### src/sem_pkg.sv
// ----------------------------------------------------------------------------
// Sobel edge magnitude package
// Shared sizes, register indexes, payload words and control types.
// ----------------------------------------------------------------------------
package sem_pkg;

  localparam int MAX_WIDTH  = 2048;
  localparam int MAX_HEIGHT = 2048;
  localparam int COL_W      = $clog2(MAX_WIDTH);
  localparam int ROW_W      = 12;
  localparam int SIZE_W     = 12;
  localparam int CFG_IDX_W  = 2;
  localparam int PIX_W      = 24;
  localparam int SUM_W      = 21;

  localparam logic [SIZE_W-1:0] WIDTH_RESET  = SIZE_W'(640);
  localparam logic [SIZE_W-1:0] HEIGHT_RESET = SIZE_W'(480);
  localparam logic [SIZE_W-1:0] WIDTH_MAX    = SIZE_W'(MAX_WIDTH);
  localparam logic [SIZE_W-1:0] HEIGHT_MAX   = SIZE_W'(MAX_HEIGHT);

  localparam logic [CFG_IDX_W-1:0] REG_FRAME_WIDTH  = CFG_IDX_W'(0);
  localparam logic [CFG_IDX_W-1:0] REG_FRAME_HEIGHT = CFG_IDX_W'(1);

  typedef struct packed {
    logic [7:0] pixel_red;
    logic [7:0] pixel_green;
    logic [7:0] pixel_blue;
    logic       flush;
  } pixel_in_t;

  typedef struct packed {
    logic [7:0] edge_red;
    logic [7:0] edge_green;
    logic [7:0] edge_blue;
    logic       frame_end;
  } edge_out_t;

  typedef logic [2:0][2:0][PIX_W-1:0] rgb_taps_t;
  typedef logic [2:0][2:0][7:0]       chan_taps_t;

  typedef struct packed {
    logic       grad;
    logic       square;
    logic       root_step;
    logic [2:0] root_bit;
  } lane_ctl_t;

  typedef enum logic [2:0] {
    ST_IDLE,
    ST_WIN,
    ST_GRAD,
    ST_SQ,
    ST_ROOT,
    ST_OUT
  } sem_state_t;

  function automatic logic [SIZE_W-1:0] clamp_size(input logic [SIZE_W-1:0] v,
                                                   input logic [SIZE_W-1:0] top);
    logic [SIZE_W-1:0] r;
    r = v;
    if (v == '0) r = SIZE_W'(1);
    else if (v > top) r = top;
    return r;
  endfunction

endpackage

### src/sem_lane.sv
// ----------------------------------------------------------------------------
// Sobel channel lane
// Gradients, squared magnitude and a bit-per-cycle rounded square root
// for one color channel.
// ----------------------------------------------------------------------------
module sem_lane (
  input  logic                clk,
  input  sem_pkg::chan_taps_t taps,
  input  sem_pkg::lane_ctl_t  ctl,
  output logic [7:0]          root
);
  import sem_pkg::*;

  logic signed [10:0] e [3][3];
  logic signed [10:0] gx;
  logic signed [10:0] gy;
  logic signed [10:0] gx_next;
  logic signed [10:0] gy_next;
  logic signed [21:0] sq_x;
  logic signed [21:0] sq_y;
  logic [SUM_W-1:0]   sum;
  logic [7:0]         trial;
  logic [15:0]        prod;

  // Apply the two kernels
  always_comb begin
    for (int k = 0; k < 3; k++) begin
      for (int j = 0; j < 3; j++) begin
        e[k][j] = $signed({3'b000, taps[k][j]});
      end
    end
    gx_next = e[0][2] + e[1][2] + e[1][2] + e[2][2] - e[0][0] - e[1][0] - e[1][0] - e[2][0];
    gy_next = e[2][0] + e[2][1] + e[2][1] + e[2][2] - e[0][0] - e[0][1] - e[0][1] - e[0][2];
    sq_x  = gx * gx;
    sq_y  = gy * gy;
    trial = root | (8'd1 << ctl.root_bit);
    prod  = trial * (trial - 8'd1);
  end

  // Hold gradients, then the sum of squares, then refine the root
  always_ff @(posedge clk) begin
    if (ctl.grad) begin
      gx <= gx_next;
      gy <= gy_next;
    end
    if (ctl.square) begin
      sum  <= sq_x[SUM_W-1:0] + sq_y[SUM_W-1:0];
      root <= '0;
    end
    if (ctl.root_step && ({{(SUM_W-16){1'b0}}, prod} < sum)) begin
      root <= trial;
    end
  end

endmodule

### config.mk
export PLATFORM = sky130hd
export DESIGN_NAME = sem_lane
export DESIGN_NICKNAME = d
export VERILOG_FILES = /design/src/sem_pkg.sv /design/src/sem_lane.sv
export SDC_FILE = /design/constraint.sdc
export NUM_CORES = 1
export LEC_CHECK = 0
export ABC_AREA = 1
export BUFFER_PORTS_ARGS = -buffer_cell sky130_fd_sc_hd__buf_2
export CORE_MARGIN = 1
export CORE_UTILIZATION = 45
export CTS_CLUSTER_SIZE = 24
export DETAILED_ROUTE_END_ITERATION = 10
export PLACE_DENSITY = 0.61
export SYNTH_ARGS = -nofsm -noshare
export SYNTH_HDL_FRONTEND = slang
export SYNTH_SLANG_ARGS = --single-unit
export TNS_END_PERCENT = 30
### constraint.sdc
create_clock -name clk -period 9.2 [get_ports clk]
set_input_delay 0.46 -clock clk [delete_from_list [all_inputs] [get_ports clk]]
set_output_delay 0.46 -clock clk [all_outputs]
set_load 0.02 [all_outputs]
==> key figures, run 1 <==
Placed design
  – Detailed Place HPWL: 27.0 mm
  – GPL Wtd Cong: 0.870
  – Placed cell area: 16700 um2
  – Port Buffers: 78

Route
  – Final WL: 30.0 mm
  – Avg WL per Cell: 13.1 um
  – Remaining DRCs: 0
  – ANT nets after route: 0
  – Vias: 10800
  – DR pass1 iterations: 5
  – Detailed Route Iter0 Violations: 361
  – Vias/cell: 4.69

Worst setup path
  – WP data required: 9.18 ns
  – Worst path max stage delay: 0.55 ns
  – Critical register-to-register path startpoint: root[1]$_SDFFCE_PN0P_
  – Reg2reg setup slack: 1.59 ns
  – Worst R2R End: root[0]$_SDFFCE_PN0P_
  – Arr. time, crit path: 7.59 ns
  – Top cell by count, worst path: inv_1
  – CP max FO: 10
  – Startpoint Class: register
  – Delay-heaviest family, CP: adder cells
  – CP Capture Type: register
  – R2R depth: 28
  – Crit Path Class: register to register
  – Crit path max-delay cell type: fa_1
  – Bufs and invs on worst path: 6

Layout
  – Area delta synth->final: 6.44%
  – FF+latch area: 1530 um2
  – Share of layout cells above drive strength 1: 5.88%
  – Commonest non-fill, non-tap cell in the layout: inv_1
  – Most frequent cells in the layout: 590 x inv_1, 333 x fa_1, 266 x nand2_1, 199 x ha_1, 87 x nor2_1
  – ANT cells: 0
  – Multi-input gate area: 12000 um2
  – Final core utilization: 48.7%
  – Fillers: 3291
  – Layout Nets: 2448
  – Final Instance Area: 16900 um2

Clock network
  – Num Clock Sinks: 51
  – CTS tree: built
  – H-tree lvl count: 2
  – Worst skew pair latency: 0.31 ns
  – Worst-path clk slew: 0.08 ns
  – Number of setup buffers added after CTS: 0
  – CTS root buf: clkbuf_16
  – CTS Hold Buffers Added: 0
  – Clock Path Buffers: 2
  – CTS buffer count: 5
  – Post-CTS Resized: 0

Floorplan
  – Placement row count: 68
  – Die height: 190 um
  – Die ar.: 36000 um2
  – CORE AREA: 34600 um2
  – # IOs: 87
  – Initial Util: 45.7%
  – Die span in x: 190 um

Logic synthesis
  – Post-synthesis compound-gate area fraction: 3.03%
  – Mapped Area: 15800 um2
  – Syn Inst Count: 1780
  – Ys flop type: edfxtp_1
  – Simple-Gate Fraction of Synth Area: 11.2%
  – Largest family of logic cells by synthesized area: adder cells
  – Post-synth ARST share: 0%
  – Seq/Total Area, Yosys: 9.67%
  – Yosys reg bits: 51
  – Average size of a mapped cell: 8.90 um2
  – Synth Area in Adders: 57.8%
  – Mux contribution to synthesized area: 0%
  – XOR/XNOR share of the synthesized area: 3.43%
  – Mapped Nets: 2391
  – Number of flops mapped to enable cells by yosys: 51
  – Ys Warns: 0
  – Yosys cell types: 36

STA
  – Setup repair after global routing missed its margin: no
  – Period utilization: 82.7%
  – Setup Skew: 0.0105 ns
  – Slew Viols, Final: 0
  – Setup tns final: 0 ns
  – Final setup violating endpoints: 0
  – Least-Margin Pin Slew: 0.713 ns
  – Minimum clock period: 7.61 ns
  – Final hold viol count: 0
  – Rel. slew slack: 52.5%
  – Hold WS: 0.492 ns
  – Highest Clock Rate: 131 MHz

Worst hold path
  – Hold path endpoint: gy[0]$_DFFE_PP_
  – Hold depth: 2
  – Hold wc startpoint: taps[50]
  – Hold/Removal Path Class: input pin to register

GRT
  – All-layer global routing usage: 18.6%
  – Initial antenna violation count: 0
  – Vias in the first global route: 11600
  – Gr ovfl total: 0
  – Largest net degree at the start of global routing: 23
  – First-pass GRT wire length: 53.8 mm

Run
  – Max Cap Violations: 0

Status
  – Status: finished clean
[state kept, by name (all words and copies together) (netlist names)]
signal and count:
root 8, gy 11, sum 21, gx 11
[worst max path at each step]
stage / slack (ns) / startpoint / to / depth (start not counted)
floorplan: 2.13 / root[0]$_SDFFCE_PN0P_ / root[0]$_SDFFCE_PN0P_ / 27
global placement: 1.40 / ctl[1] / root[6]$_SDFFCE_PN0P_ / 30
detailed placement: 1.26 / ctl[1] / root[0]$_SDFFCE_PN0P_ / 30
CTS: 1.57 / root[1]$_SDFFCE_PN0P_ / root[0]$_SDFFCE_PN0P_ / 28
global route: 1.13 / ctl[0] / root[6]$_SDFFCE_PN0P_ / 31
finish: 1.59 / root[1]$_SDFFCE_PN0P_ / root[0]$_SDFFCE_PN0P_ / 28
[cells by family (layout without fill, tap and decap cells)]
kind of cell / Yosys count / in the layout
simple gates: 429 / 429
fa+ha+maj: 532 / 532
xor+xnor: 62 / 62
compound gates: 84 / 84
buf+inv: 622 / 680
flops: 51 / 51
[layout make-up]
type                       count  area share (%)
clock buffer                   5           0.742
clock inverter                 3           0.275
inverter                     593            13.2
multi-input combinational   1107            70.9
sequential                    51            9.08
tap                          455            3.38
timing repair buffer          79            2.36
[through the flow]
step	setup slack, ns	cells
6_report	1.59	2293
3_3_place_gp	1.40	2285
4_1_cts	1.57	2293
2_1_floorplan	2.13	1780
3_5_place_dp	1.26	2285
5_1_grt	1.13	2293
[cells in the mapped netlist, drive strengths merged, types with 3 or more instances]
| cell | instances | area (um2) |
|---|---|---|
| a31oi | 3 | 33.8 |
| fa | 333 | 6670 |
| clkbuf | 27 | 101 |
| xor2 | 44 | 385 |
| o21ai | 20 | 100 |
| nor3 | 9 | 45.0 |
| inv | 592 | 2220 |
| nand3 | 34 | 170 |
| a21o | 4 | 30.0 |
| xnor2 | 18 | 158 |
| a21oi | 45 | 225 |
| ha | 199 | 2490 |
| nand4 | 14 | 103 |
| o21a | 3 | 22.5 |
| nand2 | 268 | 1010 |
| nor2 | 92 | 377 |
| o21bai | 4 | 30.0 |
| edfxtp | 51 | 1530 |
| or2 | 10 | 62.6 |
[worst reg2reg max path, delay by kind of cell, from the launching register on]
| family | cells | cell delay, ns |
|---|---|---|
| adder cells (fa/ha/maj) | 9 | 3.86 |
| AND/OR/NAND/NOR | 7 | 1.55 |
| AO/OA/AOI/OAI | 5 | 0.75 |
| buffers and inverters | 6 | 0.56 |
| flip-flops | 1 | 0.40 |
| XOR/XNOR | 1 | 0.17 |
[per-layer routing]
layer,global-route usage [%],vias to the layer above,wire [um]
li1,-,5248,-
met1,23.6,5292,12900
met5,0,-,0
met2,33.9,183,15600
met3,2.14,41,1050
met4,3.66,0,467
Power of run 1 is not shown: default switching activity piles up to over one toggle a cycle in this logic, so the estimate is an artifact.
==> run 2, diff against run 1 <==
--- a/config.mk
+++ b/config.mk
@@ -11,7 +11,7 @@
 export CORE_UTILIZATION = 45
 export CTS_CLUSTER_SIZE = 24
 export DETAILED_ROUTE_END_ITERATION = 10
-export PLACE_DENSITY = 0.61
+export PLACE_DENSITY = 0.63
 export SYNTH_ARGS = -nofsm -noshare
 export SYNTH_HDL_FRONTEND = slang
 export SYNTH_SLANG_ARGS = --single-unit
==> constraint.sdc (replaced) <==
create_clock -name clk -period 6.2 [get_ports clk]
set_input_delay 0.31 -clock clk [delete_from_list [all_inputs] [get_ports clk]]
set_output_delay 0.31 -clock clk [all_outputs]
set_load 0.02 [all_outputs]
==> run 2 against run 1 <==
Net effect: the flow now finishes with violations (setup timing); via count is 5.1% higher; global-route usage is 0.69 points higher; core utilization is 3.5 points higher; hold slack worse by 0.17 ns; critical path depth is 2 higher; clock-buffer cell count stayed put; die area stayed put; final cell count is 5.8% higher; non-clock buffer count is 133 higher; clock skew is 0.0066 ns higher; largest cell class unchanged.
==> key figures, run 2 (synthesized netlist as in run 1, its figures left out) <==
Status
  – Status: finished with violations (was finished clean)
  – Failing checks: setup timing

Clock network
  – Clock Path Buffers: 2 (unchanged)
  – Worst skew pair latency: 0.31 ns (about the same)
  – CTS tree: built (unchanged)
  – CTS root buf: clkbuf_16 (unchanged)
  – CTS Hold Buffers Added: 0 (unchanged)
  – Worst-path clk slew: 0.08 ns (about the same)
  – CTS buffer count: 5 (unchanged)
  – Num Clock Sinks: 51 (unchanged)
  – H-tree lvl count: 2 (unchanged)

GRT
  – Vias in the first global route: 12400 (was 11600)
  – Gr ovfl total: 0 (unchanged)
  – All-layer global routing usage: 19.2% (was 18.6%)
  – Initial antenna violation count: 0 (unchanged)
  – Largest net degree at the start of global routing: 23 (unchanged)
  – First-pass GRT wire length: 55.9 mm (was 53.8 mm)

Layout
  – Multi-input gate area: 12100 um2 (was 12000 um2)
  – Final Instance Area: 18100 um2 (was 16900 um2)
  – Share of layout cells above drive strength 1: 14.2% (was 5.88%)
  – Commonest non-fill, non-tap cell in the layout: inv_1 (unchanged)
  – Post-Layout Cell Count: 2426 (was 2293)
  – Fillers: 3230 (was 3291)
  – Max reg flops: 21 (unchanged)
  – FF+latch area: 1530 um2 (unchanged)
  – ANT cells: 0 (unchanged)
  – Largest registers: sum: 21 flops, gx: 11 flops, gy: 11 flops (unchanged)
  – Most frequent cells in the layout: 582 x inv_1, 329 x fa_1, 260 x nand2_1, 192 x ha_1, 127 x buf_4 (was 590 x inv_1, 333 x fa_1, 266 x nand2_1, 199 x ha_1, 87 x nor2_1)
  – Layout Nets: 2581 (was 2448)
  – Area delta synth->final: 14.2% (was 6.44%)
  – Largest Register: sum (unchanged)

STA
  – Least-Margin Pin Slew: 0.594 ns (was 0.713 ns)
  – Slew Viols, Final: 0 (unchanged)
  – Worst Slack Setup Final: -0.0657 ns (was 1.59 ns)
  – Final setup violating endpoints: 16 (was 0)
  – Minimum clock period: 6.27 ns (was 7.61 ns)
  – Final hold viol count: 0 (unchanged)
  – Highest Clock Rate: 160 MHz (was 131 MHz)
  – Rel. slew slack: 60.0% (was 52.5%)
  – Period utilization: 101% (was 82.7%)
  – Setup repair after global routing missed its margin: yes (was no)
  – Setup Skew: 0.0171 ns (was 0.0105 ns)

Run
  – Max Cap Violations: 0 (unchanged)

Worst setup path
  – Crit path max-delay cell type: fa_1 (unchanged)
  – Startpoint Class: register (unchanged)
  – WP data required: 6.27 ns (was 9.18 ns)
  – Crit Path Class: register to register (unchanged)
  – Worst path max stage delay: 0.51 ns (was 0.55 ns)
  – Arr. time, crit path: 6.33 ns (was 7.59 ns)
  – CP max FO: 8 (was 10)
  – Top cell by count, worst path: fa_1 (was inv_1)
  – CP Capture Type: register (unchanged)

Placed design
  – Placed insts: 2409 (was 2285)
  – Placed cell area: 17700 um2 (was 16700 um2)
  – Pre-CTS WS: -0.372 ns (was 1.26 ns)
  – Detailed Place HPWL: 28.7 mm (was 27.0 mm)
  – Port Buffers: 78 (unchanged)
  – GPL Wtd Cong: 0.894 (was 0.870)

Route
  – Avg WL per Cell: 13.1 um (about the same)
  – Final WL: 31.7 mm (was 30.0 mm)
  – Vias/cell: 4.66 (was 4.69)
  – Remaining DRCs: 0 (unchanged)
  – ANT nets after route: 0 (unchanged)
  – Vias: 11300 (was 10800)
  – Detailed Route Iter0 Violations: 411 (was 361)
  – DR pass1 iterations: 5 (unchanged)

Floorplan
  – Die ar.: 36000 um2 (unchanged)
  – Initial Util: 45.7% (unchanged)
  – Die span in x: 190 um (unchanged)
  – Die height: 190 um (unchanged)
  – # IOs: 87 (unchanged)
  – Placement row count: 68 (unchanged)
  – CORE AREA: 34600 um2 (unchanged)

Worst hold path
  – Hold/Removal Path Class: input pin to register (unchanged)
run 2: cell count changes in the layout (fill, tap and decap cells not counted), sizes merged:
| cell | change |
|---|---|
| clkinv | +2 |
| bufinv | -1 |
| buf | +133 |
| clkinvlp | -1 |
run 2: worst max-delay path, delay by kind of cell (launching register included):
| family | cells | cell delay, ns |
|---|---|---|
| DFF | 1 | 0.42 |
| AOI/OAI and AO/OA | 3 | 0.38 |
| and+or+nand+nor | 11 | 1.28 |
| xor gates and xnor gates | 1 | 0.14 |
| buffers and inverters | 7 | 0.53 |
| adders and majority gates | 8 | 3.25 |
run 2: layout make-up:
| class | count | area share (%) |
|---|---|---|
| clock buffer | 5 | 0.692 |
| clock inverter | 3 | 0.159 |
| inverter | 593 | 12.3 |
| multi-input combinational | 1107 | 67.1 |
| sequential | 51 | 8.47 |
| tap | 455 | 3.15 |
| timing repair buffer | 212 | 8.06 |
run 2: what timing repair did:
item / 4_1_cts / 5_1_grt
endpoints found under the setup margin: 19 / 24
gates resized for setup: 10 / 28
pin swaps: 11 / 20
buffers inserted: 4 / 5
cloned: 0 / 0
run 2: per-stage QoR:
stage | hold WS [ns] | TNS, ns | util, %
after floorplan | 0.422 | -2.00 | -
after global placement | 0.651 | -3.91 | 51.2
after detailed placement | 0.651 | -5.70 | 51.2
after CTS | 0.321 | -3.09 | 51.8
after global routing | 0.332 | -6.18 | 52.2
final | 0.324 | -0.602 | 52.2
run 2: path summary, 6_finish.rpt:
path                         start  slack (ns)  cells after the start                    end
max          root[1]$_SDFFCE_PN0P_       -0.07                     30  root[2]$_SDFFCE_PN0P_
min                       taps[50]        0.32                      2        gy[0]$_DFFE_PP_
max reg2reg  root[1]$_SDFFCE_PN0P_       -0.07                     30  root[2]$_SDFFCE_PN0P_
min reg2reg  root[0]$_SDFFCE_PN0P_        0.82                      3  root[0]$_SDFFCE_PN0P_
run 2: metal layers:
metal	wire [um]	share of wire, %	track usage, %
met3	1010	3.2	2.05
met5	0	0	0
met2	16900	53	36.5
met4	466	1.5	3.19
met1	13400	42	23.7
Power of run 2 is left out for the same reason.
